## src/rtl/core/pbsd_pkg.sv

```systemverilog
`default_nettype none

package pbsd_pkg;

    localparam int TIME_W      = 32;
    localparam int CFG_W       = 16;
    localparam int CFG_ADDR_W  = 1;
    localparam int S_TDATA_W   = 40;
    localparam int M_TDATA_W   = 40;

    localparam logic [CFG_ADDR_W-1:0] REG_DEBOUNCE_TIME = 1'd0;
    localparam logic [CFG_ADDR_W-1:0] REG_HOLD_TIME     = 1'd1;

    localparam logic [CFG_W-1:0] DEBOUNCE_TIME_RST = 16'd20;
    localparam logic [CFG_W-1:0] HOLD_TIME_RST     = 16'd2000;

    localparam logic OP_SAMPLE   = 1'b0;
    localparam logic OP_EVALUATE = 1'b1;

    typedef struct packed {
        logic [CFG_W-1:0] debounce_time;
        logic [CFG_W-1:0] hold_time;
    } cfg_t;

    typedef struct packed {
        logic              pin_level;
        logic [TIME_W-1:0] now_ms;
    } in_word_t;

    typedef struct packed {
        logic [TIME_W-1:0] deadline_ms;
        logic              deadline_valid;
        logic              raw_changed;
        logic              shutdown_request;
    } res_t;

    typedef struct packed {
        logic              started;
        logic              raw_level;
        logic              stable_level;
        logic              armed;
        logic              holding;
        logic              fired;
        logic [TIME_W-1:0] raw_change_time;
        logic [TIME_W-1:0] hold_start_time;
    } state_t;

endpackage

`default_nettype wire

```

## src/rtl/core/pbsd_cfg.sv

```systemverilog
`default_nettype none

module pbsd_cfg (
    input  wire logic                           aclk,
    input  wire logic                           aresetn,
    input  wire logic                           cfg_we,
    input  wire logic [pbsd_pkg::CFG_ADDR_W-1:0] cfg_addr,
    input  wire logic [pbsd_pkg::CFG_W-1:0]      cfg_wdata,
    output pbsd_pkg::cfg_t                      cfg
);
    import pbsd_pkg::*;

    cfg_t cfg_reg;
    cfg_t cfg_next;

    always_comb begin
        cfg_next = cfg_reg;
        if (cfg_we) begin
            case (cfg_addr)
                REG_DEBOUNCE_TIME: cfg_next.debounce_time = cfg_wdata;
                REG_HOLD_TIME:     cfg_next.hold_time     = cfg_wdata;
                default:           cfg_next = cfg_reg;
            endcase
        end
    end

    always_ff @(posedge aclk) begin
        if (!aresetn) begin
            cfg_reg.debounce_time <= DEBOUNCE_TIME_RST;
            cfg_reg.hold_time     <= HOLD_TIME_RST;
        end else begin
            cfg_reg <= cfg_next;
        end
    end

    assign cfg = cfg_reg;

endmodule

`default_nettype wire

```

## src/rtl/core/pbsd_core.sv

```systemverilog
`default_nettype none

module pbsd_core (
    input  wire logic                aclk,
    input  wire logic                aresetn,
    input  wire logic                fire,
    input  wire logic                op,
    input  wire pbsd_pkg::in_word_t  in_word,
    input  wire pbsd_pkg::cfg_t      cfg,
    output pbsd_pkg::res_t           res,
    output pbsd_pkg::state_t         st
);
    import pbsd_pkg::*;

    state_t            state_reg;
    state_t            state_next;
    logic [TIME_W-1:0] now;
    logic [TIME_W-1:0] since_change;
    logic [TIME_W-1:0] since_hold;
    logic              settle;
    logic              req;
    logic              changed;
    logic              dl_valid;
    logic [TIME_W-1:0] dl_base;
    logic [TIME_W-1:0] dl_off;
    logic [TIME_W-1:0] dl_raw;
    logic [TIME_W-1:0] dl_diff;

    assign now          = in_word.now_ms;
    assign since_change = now - state_reg.raw_change_time;
    assign since_hold   = now - state_reg.hold_start_time;
    assign settle       = (state_reg.stable_level != state_reg.raw_level)
                          && (since_change >= {16'd0, cfg.debounce_time});

    always_comb begin
        state_next = state_reg;
        req        = 1'b0;
        changed    = 1'b0;
        if (op == OP_SAMPLE) begin
            if (!state_reg.started) begin
                state_next.started         = 1'b1;
                state_next.raw_level       = in_word.pin_level;
                state_next.stable_level    = in_word.pin_level;
                state_next.armed           = !in_word.pin_level;
                state_next.raw_change_time = now;
            end else if (in_word.pin_level != state_reg.raw_level) begin
                state_next.raw_level       = in_word.pin_level;
                state_next.raw_change_time = now;
                changed                    = 1'b1;
            end
        end else if (state_reg.started) begin
            if (settle) begin
                state_next.stable_level = state_reg.raw_level;
            end
            if (!state_reg.armed) begin
                if (!state_next.stable_level) begin
                    state_next.armed = 1'b1;
                end
            end else if (!state_next.stable_level) begin
                state_next.holding         = 1'b0;
                state_next.fired           = 1'b0;
                state_next.hold_start_time = '0;
            end else if (!state_reg.holding) begin
                state_next.holding         = 1'b1;
                state_next.hold_start_time = now;
            end else if (!state_reg.fired && (since_hold >= {16'd0, cfg.hold_time})) begin
                state_next.fired = 1'b1;
                req              = 1'b1;
            end
        end
    end

    // next deadline from the updated state
    always_comb begin
        dl_valid = 1'b0;
        dl_base  = state_next.hold_start_time;
        dl_off   = {16'd0, cfg.hold_time};
        if (state_next.started) begin
            if (state_next.stable_level != state_next.raw_level) begin
                dl_valid = 1'b1;
                dl_base  = state_next.raw_change_time;
                dl_off   = {16'd0, cfg.debounce_time};
            end else if (state_next.armed && state_next.stable_level
                         && state_next.holding && !state_next.fired) begin
                dl_valid = 1'b1;
            end
        end
    end

    assign dl_raw  = dl_base + dl_off;
    assign dl_diff = dl_raw - now;

    always_comb begin
        res.shutdown_request = req;
        res.raw_changed      = changed;
        res.deadline_valid   = dl_valid;
        if (!dl_valid) begin
            res.deadline_ms = '0;
        end else if (dl_diff[TIME_W-1]) begin
            res.deadline_ms = now;
        end else begin
            res.deadline_ms = dl_raw;
        end
    end

    always_ff @(posedge aclk) begin
        if (!aresetn) begin
            state_reg <= '0;
        end else if (fire) begin
            state_reg <= state_next;
        end
    end

    assign st = state_reg;

endmodule

`default_nettype wire

```

## src/rtl/core/power_button_long_press_shutdown_unit.sv

```systemverilog
`default_nettype none

// channel  dir  tuser       tdata (low bit up)
// s_       in   op          now_ms[31:0], pin_level, 7 zero bits
// m_       out  -           shutdown_request, raw_changed, deadline_valid,
//                           deadline_ms[31:0], 5 zero bits
// cfg_     in   -           index 0 debounce_time, index 1 hold_time
//
// one word per cycle sustained while m_tready is high; a word passes from s_ to m_
// through the input register and then the result register
// the state update and deadline are one pass of logic between those registers
// reset (aresetn low, synchronous) empties both registers and clears the state
// a stall on m_tready holds the result; the input register keeps filling
// until both registers are full

module power_button_long_press_shutdown_unit (
    input  wire logic                             aclk,
    input  wire logic                             aresetn,
    input  wire logic                             s_tvalid,
    output logic                                  s_tready,
    input  wire logic [pbsd_pkg::S_TDATA_W-1:0]   s_tdata,   // now_ms, pin_level
    input  wire logic                             s_tuser,   // op
    output logic                                  m_tvalid,
    input  wire logic                             m_tready,
    output logic [pbsd_pkg::M_TDATA_W-1:0]        m_tdata,   // req, changed, dv, deadline
    input  wire logic                             cfg_we,
    input  wire logic [pbsd_pkg::CFG_ADDR_W-1:0]  cfg_addr,
    input  wire logic [pbsd_pkg::CFG_W-1:0]       cfg_wdata
);
    import pbsd_pkg::*;

    cfg_t     cfg;
    res_t     res;
    state_t   st;
    logic     in_valid_reg;
    logic     in_valid_next;
    in_word_t in_word_reg;
    logic     in_op_reg;
    logic     out_valid_reg;
    logic     out_valid_next;
    res_t     out_res_reg;
    logic     advance;
    logic     s_fire;

    assign advance  = in_valid_reg && (!out_valid_reg || m_tready);
    assign s_tready = !in_valid_reg || advance;
    assign s_fire   = s_tvalid && s_tready;

    pbsd_cfg u_cfg (
        .aclk      (aclk),
        .aresetn   (aresetn),
        .cfg_we    (cfg_we),
        .cfg_addr  (cfg_addr),
        .cfg_wdata (cfg_wdata),
        .cfg       (cfg)
    );

    pbsd_core u_core (
        .aclk    (aclk),
        .aresetn (aresetn),
        .fire    (advance),
        .op      (in_op_reg),
        .in_word (in_word_reg),
        .cfg     (cfg),
        .res     (res),
        .st      (st)
    );

    always_comb begin
        in_valid_next = in_valid_reg;
        if (s_fire) begin
            in_valid_next = 1'b1;
        end else if (advance) begin
            in_valid_next = 1'b0;
        end
        out_valid_next = out_valid_reg;
        if (advance) begin
            out_valid_next = 1'b1;
        end else if (m_tready) begin
            out_valid_next = 1'b0;
        end
    end

    always_ff @(posedge aclk) begin
        if (!aresetn) begin
            in_valid_reg  <= 1'b0;
            out_valid_reg <= 1'b0;
        end else begin
            in_valid_reg  <= in_valid_next;
            out_valid_reg <= out_valid_next;
        end
    end

    always_ff @(posedge aclk) begin
        if (s_fire) begin
            in_word_reg <= s_tdata[TIME_W:0];
            in_op_reg   <= s_tuser;
        end
        if (advance) begin
            out_res_reg <= res;
        end
    end

    assign m_tvalid = out_valid_reg;
    assign m_tdata  = {{(M_TDATA_W - $bits(res_t)){1'b0}}, out_res_reg};

    a_fired_holding: assert property (@(posedge aclk) disable iff (!aresetn)
        st.fired |-> st.holding)
        else $error("fired without a running hold");

    a_holding_armed: assert property (@(posedge aclk) disable iff (!aresetn)
        st.holding |-> st.armed)
        else $error("hold timer running while not armed");

    a_req_changed: assert property (@(posedge aclk) disable iff (!aresetn)
        m_tvalid |-> !(out_res_reg.shutdown_request && out_res_reg.raw_changed))
        else $error("request and wake in one word");

    a_no_deadline: assert property (@(posedge aclk) disable iff (!aresetn)
        (m_tvalid && !out_res_reg.deadline_valid) |-> (out_res_reg.deadline_ms == '0))
        else $error("deadline set without a pending deadline");

endmodule

`default_nettype wire
```

## config.mk

```make
export PLATFORM = sky130hd
export DESIGN_NAME = power_button_long_press_shutdown_unit
export DESIGN_NICKNAME = d
export VERILOG_FILES = /design/src/rtl/core/pbsd_pkg.sv /design/src/rtl/core/pbsd_cfg.sv /design/src/rtl/core/pbsd_core.sv /design/src/rtl/core/power_button_long_press_shutdown_unit.sv
export SDC_FILE = /design/constraint.sdc
export NUM_CORES = 1
export LEC_CHECK = 0
export BUFFER_PORTS_ARGS = -buffer_cell sky130_fd_sc_hd__buf_4
export CORE_MARGIN = 4
export CORE_UTILIZATION = 35
export DETAILED_ROUTE_END_ITERATION = 10
export SYNTH_ARGS = -nofsm -noshare
export SYNTH_HDL_FRONTEND = slang
export SYNTH_HIERARCHICAL = 1
export SYNTH_SLANG_ARGS = --single-unit
export TNS_END_PERCENT = 100
```

## constraint.sdc

```tcl
create_clock -name aclk -period 36.3 [get_ports aclk]
set_input_delay 3.63 -clock aclk [delete_from_list [all_inputs] [get_ports aclk]]
set_output_delay 3.63 -clock aclk [all_outputs]
set_load 0.03 [all_outputs]
```

=== Word level (Yosys, flattened, before mapping) ===
Index checks and enable logic that the tools add are counted.

* Register bits: 173
* Bits of input ports: 63
* Output and inout bits: 42
* Word-level logic and storage cells: 88

* Add/subtract/negate cells: 4
* Magnitude comparators: 2
* Equality and inequality tests: 3
* Mux-type cells: 38
* Bitwise gates (word level): 2
* Reductions and logical operators: 20

{| class="wikitable"
|+ Operators with widths
! kind !! number
|-
| $mux 32 || 12
|-
| $sub 32x32->32 || 3
|-
| $ge 32x16->1 || 2
|-
| $add 32x32->32 || 1
|-
| $mux 1 || 18
|-
| $mux 16 || 1
|-
| $mux 2 || 6
|-
| $logic_and 1x1->1 || 7
|-
| $logic_not 1->1 || 5
|-
| $reduce_and 5->1 || 1
|-
| $mux 4 || 1
|-
| $reduce_and 2->1 || 2
|-
| $reduce_bool 2->1 || 2
|-
| $ne 1x1->1 || 3
|-
| $logic_or 1x1->1 || 2
|-
| $not 1->1 || 2
|-
| $reduce_or 2->1 || 1
|}

=== Longest topological paths before layout ===
Gate-level depths: netlist of the first run.

* Depth after elaboration: 16
* Mapped depth: 63
* Depth with buffers taken out: 59

=== Cells and area by module ===
The synthesis of the first run kept the hierarchy.

{| class="wikitable"
|+ Modules (own cells, without submodules)
! module !! instances !! cells an instance !! area an instance (sq um)
|-
| pbsd_core || 1 || 1492 || 10628.9
|-
| power_button_long_press_shutdown_unit || 1 || 84 || 2217.1
|-
| pbsd_cfg || 1 || 132 || 1261.2
|}

=== Least setup slack after synthesis of the first run ===
Ideal clock, no wire load.

* Path type: flip-flop to flip-flop
* Start: register in_word_reg[1] in the netlist's numbering
* End: register out_res_reg, in the netlist m_tdata[19] (data pin)
* Setup time: 0.266 ns
* Arrival time: 11.238 ns
* Data required time: 36.034 ns
* Slack: 24.796 ns
* Cell stages (with the launch flop): 62
* Cells stage by stage: edfxtp_1 -> ha_1 -> nor2b_1 -> o31a_1 -> o21a_1 -> nor2_1 -> nor2b_1 -> o21ai_0 -> nand2b_1 -> a21oi_1 -> o21bai_1 -> a21oi_1 -> o21bai_1 -> xor2_1 -> ha_1 -> nand4_1 -> nor2_1 -> a211oi_1 -> [... 26 more ...] -> o21ai_0 -> ha_1 -> nor2b_1 -> o21ai_0 -> nand2b_1 -> a21oi_1 -> nor2b_1 -> o21ai_0 -> nand2b_1 -> a21oi_1 -> nor3_1 -> a211oi_1 -> o21ai_0 -> xor2_1 -> xor3_2 -> buf_6 -> mux2i_1 -> nor2_1

* Cells in the longest elaborated chain, start to end: 16

{| class="wikitable"
|+ Ends and longest elaborated chain
! item !! RTL line !! RTL
|-
| from (decl) || power_button_long_press_shutdown_unit.sv:37 || <nowiki>in_word_t in_word_reg;</nowiki>
|-
| from (signal assigned) || power_button_long_press_shutdown_unit.sv:96 || <nowiki>in_word_reg <= s_tdata[TIME_W:0];</nowiki>
|-
| parallel branches: the longest is 16 deep, another holds $sub 32x32->32 || -- ||
|-
| to (signal assigned) || power_button_long_press_shutdown_unit.sv:100 || <nowiki>out_res_reg <= res;</nowiki>
|-
| to (decl) || power_button_long_press_shutdown_unit.sv:41 || <nowiki>res_t out_res_reg;</nowiki>
|}

Several ways; the timed one is not identified. The select of a mux whose other input is x is not followed.
A chain may end at the register's enable or synchronous reset.

=== Final worst setup path of the first run ===
* Start: register in_word_reg[1] in the netlist's numbering
* End: register out_res_reg, in the netlist m_tdata[20] (data pin)

Same word-level chain as after synthesis.

==> summary.txt, run 1 <==
Adder and majority gate portion of the synthesized area = 13.0%
Max Freq = 66.0 MHz
Drt initial violations = 1015
Placed insts = 2258
Post-route clock skew = 0.0118 ns
Via-per-instance ratio = 5.49
Ports = 105
Final Net Count = 1960
Most common cell after layout, fill and taps aside = sky130_fd_sc_hd__nand2_1
Worst Setup Path Type = reg2reg
Critical Path Source Type = register
Worst slack on hold paths = 0.465 ns
Met3 global-route usage = 2.09%
Source of the worst hold timing path = u_cfg/cfg[12]
Overall die area = 43600 µm²
Slack of the worst reg-to-reg path = 21.14 ns
Cell taking the most area after synthesis = sky130_fd_sc_hd__dfxtp_1
Cells resized by post-CTS repair = 0
Syn-to-layout area delta = 11.6%
Most used flip-flop cell after synthesis = sky130_fd_sc_hd__dfxtp_1
NetSw = 193 µW
Core box area = 39800 µm²
Total number of placement rows = 73
Maximum net fanout on the critical path = 34
Sequential group share of total power = 39.4%
Max Buffers Root-to-Sink = 2
Largest register FFs = 70
Lkg Pwr = 0.00656 µW
Relative slew slack = 24.4%
EDFF count, synth = 69
Yosys warning total = 6
Clock power share = 33.1%
Dominant combinational cell family by area after synthesis = compound AO/OA/AOI/OAI gates
Final Cycle Share = 41.8%
Number of fill cells in the layout = 4054
Commonest cells after routing, fill and taps aside = sky130_fd_sc_hd__nand2_1 (187), sky130_fd_sc_hd__inv_1 (180), sky130_fd_sc_hd__ha_1 (142), sky130_fd_sc_hd__nor2_1 (117), sky130_fd_sc_hd__buf_4 (106)
Vias in the first global route = 12100
Largest net degree at the start of global routing = 71
Synthesized area = 14100 µm²
Global-route wire length before repair = 68.7 mm
Most Crowded Layer GR = met1
Reg2reg start = in_word_reg[1]
Worst VDD drop = 0.0330 mV
Final ANT Viol Nets = 0
Endpoint of the worst register-to-register path = m_tdata[20]
End point of the worst hold path = u_cfg/cfg[12]
Final max-slew violation count = 0
Quantity of hold-fixing buffers added after cts = 0
Crit-path most repeated cell = sky130_fd_sc_hd__o21ai_0
CP startpoint = in_word_reg[1]
Clock buffer count from CTS = 17
Mux contribution to synthesized area = 4.19%
Reported max-cap violation count = 0
Final weighted congestion in routability-driven placement = 0.959
GR Layer Usage met1 = 30.1%
Critical Path Max Stage Delay = 1.00 ns
Post-DP HPWL = 33.9 mm
Sort of element at the end of the critical path = register
Compound-cell area share of the yosys netlist = 23.6%
Number of storage elements in the synthesis netlist = 173
Width of the chip = 209 µm
Initial antenna violation count = 0
Total power density per cell area = 35.9 nW/µm²
Residual overflow from global routing = 0
Fraction of layout cells with a size suffix above 1 = 9.69%
R2r worst-path depth = 59
Antenna diode count = 0
Setup fix buffers added after clock tree synthesis = 0
Signal arrival time at the worst endpoint = 15.34 ns
Slowest cell on crit path = sky130_fd_sc_hd__xor3_2
Share of synthesized area occupied by flip-flops and latches = 29.4%
Portion of synthesized cell area occupied by the leading cell type = 14.8%
Post-synthesis xor/xnor area fraction = 4.40%
Clock transition at the registers of the reported paths = 0.08 ns
Worst Max-Slew Pin Slew = 1.13 ns
Buffers on Ports = 92
Layout Cells excl Fill = 2290
Routed wire length = 43.8 mm
Combined global-route utilization of all metal layers = 19.7%
Internal power component = 372 µW
Switching share of power = 34.2%
Post-synthesis async set-or-reset flop share = 0%
Gate count after technology mapping = 1708
Clock Sinks = 173
Vias post-DR = 12600
Min-Delay Path Depth = 2
Detailed Routing Iterations Pass 1 = 6
Run status = finished clean
Finish-stage setup viols = 0
Overall die height = 209 µm
Met2 track demand over resource = 29.3%
Post-route DRC violation count = 0
Top post-synthesis cells by area = sky130_fd_sc_hd__dfxtp_1 (15%), sky130_fd_sc_hd__edfxtp_1 (15%), sky130_fd_sc_hd__ha_1 (13%), sky130_fd_sc_hd__nand2_1 (5.0%), sky130_fd_sc_hd__inv_1 (4.8%)
RSZ-0062 raised after global routing = no
Minimum clock period after layout = 15.16 ns
TritonCTS clock tree = built
Share of synthesized cell area in and, or, nand and nor gates = 17.4%
Number of hold-slack violations in the final timing report = 0
H-tree depth = 4
Power, Total = 566 µW
Aggregate negative setup slack = 0 ns
Worst skew pair latency = 0.46 ns
Hold Path Class = reg2reg
Combinational share of power = 27.5%
Initial core utilization = 35.4%
Final routed wire length divided by cell count = 19.1 µm
Syn_area_per_cell = 8.26 µm²
Root buffer cell = sky130_fd_sc_hd__clkbuf_16
Endpoint required time on the critical path = 36.48 ns
Count of distinct cell types in the synthesized netlist = 89
## critical path: cells and delay by family, from the launching register on
family / cells / cell delay (ns)
and+or+nand+nor: 19 / 3.11
DFF: 1 / 0.56
xor gates and xnor gates: 4 / 1.59
AOI/OAI and AO/OA: 28 / 7.68
buffers and inverters: 3 / 0.56
adders and majority gates: 4 / 1.23
muxes: 1 / 0.09
## worst max-delay path by stage
| stage | endpoint | slack (ns) | cells after the start |
|---|---|---|---|
| floorplan | m_tdata[19] | 24.80 | 61 |
| global placement | m_tdata[20] | 21.59 | 59 |
| detailed placement | m_tdata[20] | 21.49 | 59 |
| CTS | m_tdata[20] | 21.41 | 59 |
| global route | m_tdata[20] | 20.17 | 59 |
| finish | m_tdata[20] | 21.14 | 59 |
## power groups by stage
stage | registers (µW) | logic [µW] | clock network [µW]
6_report | 223 | 156 | 187
5_1_grt | 224 | 172 | 200
4_1_cts | 222 | 154 | 193
3_5_place_dp | 227 | 153 | 0
3_3_place_gp | 227 | 151 | 0
2_1_floorplan | 225 | 110 | 0
## cell families after synthesis
group | count (synthesis)
compound gates | 481
xor+xnor | 69
fa+ha+maj | 145
buf+inv | 266
flops | 173
mux | 59
other cells | 1
simple gates | 514
## cell type report
class | count | area (µm²) | share of cell area, %
Clock buffer | 21 | 493 | 3.13
Sequential cell | 173 | 4150 | 26.4
Clock inverter | 11 | 93.8 | 0.596
Inverter | 181 | 679 | 4.31
Timing Repair Buffer | 106 | 796 | 5.05
Multi-Input combinational cell | 1273 | 8880 | 56.4
Tap cell | 525 | 657 | 4.17
## cells in the mapped netlist, types with 18 or more instances
| library cell | instances |
|---|---|
| sky130_fd_sc_hd__nand2_1 | 187 |
| sky130_fd_sc_hd__xnor2_1 | 39 |
| sky130_fd_sc_hd__dfxtp_1 | 104 |
| sky130_fd_sc_hd__buf_2 | 23 |
| sky130_fd_sc_hd__nor2b_1 | 46 |
| sky130_fd_sc_hd__edfxtp_1 | 69 |
| sky130_fd_sc_hd__o21ai_0 | 77 |
| sky130_fd_sc_hd__nor2_1 | 119 |
| sky130_fd_sc_hd__clkbuf_1 | 43 |
| sky130_fd_sc_hd__nor3_1 | 33 |
| sky130_fd_sc_hd__a21oi_1 | 107 |
| sky130_fd_sc_hd__a21o_1 | 42 |
| sky130_fd_sc_hd__nand3_1 | 27 |
| sky130_fd_sc_hd__ha_1 | 142 |
| sky130_fd_sc_hd__a21boi_0 | 35 |
| sky130_fd_sc_hd__o211ai_1 | 18 |
| sky130_fd_sc_hd__nand4_1 | 21 |
| sky130_fd_sc_hd__xor2_1 | 29 |
| sky130_fd_sc_hd__a222oi_1 | 19 |
| sky130_fd_sc_hd__a22oi_1 | 34 |
| sky130_fd_sc_hd__inv_1 | 180 |
| sky130_fd_sc_hd__a211oi_1 | 18 |
| sky130_fd_sc_hd__mux2i_1 | 59 |
## through the flow
| step | utilization (%) | instance area (µm²) | setup WS (ns) |
|---|---|---|---|
| 2_1_floorplan | - | 14100 | 24.80 |
| 3_3_place_gp | 38.1 | 15200 | 21.59 |
| 3_5_place_dp | 38.1 | 15200 | 21.49 |
| 4_1_cts | 39.6 | 15800 | 21.41 |
| 5_1_grt | 39.6 | 15800 | 20.17 |
| 6_report | 39.6 | 15800 | 21.14 |
## layer usage
layer / share of wire [%] / wire length (µm)
met5: 0 / 0
met1: 51 / 22200
met2: 42 / 18500
met4: 1.6 / 716
met3: 5.3 / 2340
(Power assumes the default switching activity.)
==> run 2, diff against run 1 <==
--- a/config.mk
+++ b/config.mk
@@ -5,6 +5,7 @@
 export SDC_FILE = /design/constraint.sdc
 export NUM_CORES = 1
 export LEC_CHECK = 0
+export ABC_AREA = 1
 export BUFFER_PORTS_ARGS = -buffer_cell sky130_fd_sc_hd__buf_4
 export CORE_MARGIN = 4
 export CORE_UTILIZATION = 35
==> constraint.sdc (replaced) <==
create_clock -name aclk -period 14.6 [get_ports aclk]
set_input_delay 1.46 -clock aclk [delete_from_list [all_inputs] [get_ports aclk]]
set_output_delay 1.46 -clock aclk [all_outputs]
set_load 0.03 [all_outputs]
==> summary.txt, run 2 <==
Crit-path most repeated cell = sky130_fd_sc_hd__nand2_1
Worst VDD drop = 0.0648 mV
Largest register FFs = 70
Share of synthesized cell area in and, or, nand and nor gates = 28.4%
Most used flip-flop cell after synthesis = sky130_fd_sc_hd__dfxtp_1
Aggregate negative setup slack = 0 ns
Final Net Count = 2622
Number of hold-slack violations in the final timing report = 0
Global-route wire length before repair = 78.7 mm
H-tree depth = 4
Post-synthesis xor/xnor area fraction = 3.75%
Final routed wire length divided by cell count = 17.0 µm
Met2 track demand over resource = 34.1%
Lkg Pwr = 0.00872 µW
Syn_area_per_cell = 6.49 µm²
Commonest cells after routing, fill and taps aside = sky130_fd_sc_hd__nand2_1 (603), sky130_fd_sc_hd__inv_1 (434), sky130_fd_sc_hd__o21ai_0 (191), sky130_fd_sc_hd__nor2_1 (189), sky130_fd_sc_hd__a21oi_1 (160)
Endpoint of the worst register-to-register path = m_tdata[9]
Most repeated cell in the gate-level netlist after synthesis = sky130_fd_sc_hd__nand2_1
Source of the worst hold timing path = u_cfg/cfg[18]
Vias in the first global route = 14600
Post-synthesis async set-or-reset flop share = 0%
Most Crowded Layer GR = met2
Routed wire length = 51.1 mm
Quantity of hold-fixing buffers added after cts = 0
RSZ-0062 raised after global routing = no
Via-per-instance ratio = 5.12
End point of the worst hold path = u_cfg/cfg[18]
TritonCTS clock tree = built
Critical Path Max Stage Delay = 0.54 ns
Area of placed instances = 16500 µm²
Maximum net fanout on the critical path = 44
Yosys warning total = 6
Most common cell after layout, fill and taps aside = sky130_fd_sc_hd__nand2_1
Cell taking the most area after synthesis = sky130_fd_sc_hd__nand2_1
Syn-to-layout area delta = 10.9%
EDFF count, synth = 69
Signal arrival time at the worst endpoint = 11.58 ns
Post-DP HPWL = 39.7 mm
Worst path buffer plus inverter count = 7
Combined global-route utilization of all metal layers = 21.2%
Slowest cell on crit path = sky130_fd_sc_hd__edfxtp_1
Mux contribution to synthesized area = 0%
Overall die area = 47400 µm²
Share of synthesized area occupied by flip-flops and latches = 27.0%
Critical Path Source Type = register
Register cell area after layout = 4160 µm²
Max Buffers Root-to-Sink = 2
Min-Delay Path Depth = 2
Portion of synthesized cell area occupied by the leading cell type = 14.7%
Initial core utilization = 35.6%
Compound-cell area share of the yosys netlist = 15.2%
Finish-stage setup viols = 0
Sort of element at the end of the critical path = register
Synthesized area = 15400 µm²
Root buffer cell = sky130_fd_sc_hd__clkbuf_16
Number of fill cells in the layout = 4628
Reported max-cap violation count = 0
Post-route clock skew = 0.0142 ns
Overall die height = 218 µm
R2r worst-path depth = 63
Hold Path Class = reg2reg
Final max-slew violation count = 0
Multi-input gate area in the final layout = 9170 µm²
Adder and majority gate portion of the synthesized area = 11.9%
Number of storage elements in the synthesis netlist = 173
Dominant combinational cell family by area after synthesis = simple AND/OR/NAND/NOR gates
Drt initial violations = 1310
Clock transition at the registers of the reported paths = 0.07 ns
Ports = 105
Max Freq = 88.6 MHz
Clock Sinks = 173
Count of distinct cell types in the synthesized netlist = 52
Residual overflow from global routing = 0
Fraction of layout cells with a size suffix above 1 = 7.46%
Finished layout cell area = 17100 µm²
Core box area = 43300 µm²
Total number of placement rows = 76
Largest net degree at the start of global routing = 122
Initial antenna violation count = 1
Reg2reg start = in_word_reg[8]
Relative slew slack = 22.9%
Vias post-DR = 15400
Worst Max-Slew Pin Slew = 1.16 ns
Most frequent cells after synthesis = sky130_fd_sc_hd__nand2_1 (603), sky130_fd_sc_hd__inv_1 (435), sky130_fd_sc_hd__o21ai_0 (191)
Worst Setup Path Type = reg2reg
Post-route DRC violation count = 0
Setup fix buffers added after clock tree synthesis = 0
Slack of the worst reg-to-reg path = 3.31 ns
Antenna diode count = 0
Clock buffer count from CTS = 17
Total power density per cell area = 100 nW/µm²
Gate count after technology mapping = 2374
Worst skew pair latency = 0.47 ns
Top post-synthesis cells by area = sky130_fd_sc_hd__nand2_1 (15%), sky130_fd_sc_hd__dfxtp_1 (14%), sky130_fd_sc_hd__edfxtp_1 (13%), sky130_fd_sc_hd__ha_1 (12%), sky130_fd_sc_hd__inv_1 (11%)
GR Layer Usage met1 = 29.4%
Cells resized by post-CTS repair = 0
Final ANT Viol Nets = 0
Stages on the worst setup path = 63
Run status = finished clean
Width of the chip = 218 µm
Endpoint required time on the critical path = 14.89 ns
Final Cycle Share = 77.3%
Final weighted congestion in routability-driven placement = 1.03
Detailed Routing Iterations Pass 1 = 6
Cell family with most CP delay = simple AND/OR/NAND/NOR gates
Buffers on Ports = 92
Minimum clock period after layout = 11.29 ns
Met3 global-route usage = 3.19%
run 2: changes by cell type after synthesis, moves of 55 or more:
cell                      delta
sky130_fd_sc_hd__nand2_1   +416
sky130_fd_sc_hd__inv_1     +255
sky130_fd_sc_hd__o21ai_0   +114
sky130_fd_sc_hd__nand3_1    +92
sky130_fd_sc_hd__nor2_1     +71
sky130_fd_sc_hd__mux2i_1    -59
sky130_fd_sc_hd__a21oi_1    +55
run 2: cells by family (layout without fill, tap and decap cells):
| kind of cell | Yosys count | count (layout) |
|---|---|---|
| other cells | 1 | 5 |
| compound gates | 434 | 434 |
| fa+ha+maj | 145 | 145 |
| buf+inv | 530 | 579 |
| xor+xnor | 66 | 66 |
| flops | 173 | 173 |
| simple gates | 1025 | 1025 |
run 2: report_power, final:
group	internal [µW]	total, µW	leakage [µW]	switching [µW]
Clock	241	473	0.000279	232
Sequential	539	565	0.00152	25.5
Combinational	232	674	0.00692	442
run 2: worst register-to-register path, delay by kind of cell, from the launching register on:
kind                     cells  cell delay, ns
AND/OR/NAND/NOR             42            6.33
flip-flops                   1            0.54
XOR/XNOR                     1            0.20
adder cells (fa/ha/maj)      5            1.65
buffers and inverters        7            0.89
AO/OA/AOI/OAI                8            1.49
run 2: how the worst max path moves through the flow:
| stage | startpoint | to |
|---|---|---|
| global route | in_word_reg[1] | m_tdata[10] |
| finish | in_word_reg[8] | m_tdata[9] |
| floorplan | in_word_reg[2] | m_tdata[4] |
| CTS | in_word_reg[1] | m_tdata[10] |
| detailed placement | in_word_reg[0] | m_tdata[10] |
| global placement | in_word_reg[8] | m_tdata[10] |
run 2: area by class of cell:
class                      instances  area share, %
multi-input combinational       1675           53.7
tap                              585           4.29
sequential                       173           24.3
clock buffer                      17           2.49
clock inverter                    15          0.923
timing repair buffer             101           4.44
inverter                         446           9.81
run 2: through the flow:
step / cells / utilization, % / total power (µW) / worst slack [ns] / hold WS, ns
floorplan: 2378 / - / 1050 / 6.30 / 0.429
global placement: 2980 / 38.1 / 1220 / 3.59 / 0.446
detailed placement: 2980 / 38.1 / 1240 / 3.51 / 0.448
CTS: 3012 / 39.5 / 1720 / 3.46 / 0.467
global route: 3012 / 39.5 / 1840 / 2.37 / 0.488
finish: 3012 / 39.5 / 1710 / 3.31 / 0.466
run 2: per-layer routing:
layer,vias up,part of all wire [%]
li1,7701,-
met1,7109,47
met2,527,44
met3,72,6.3
met4,2,2.4
met5,-,0.031
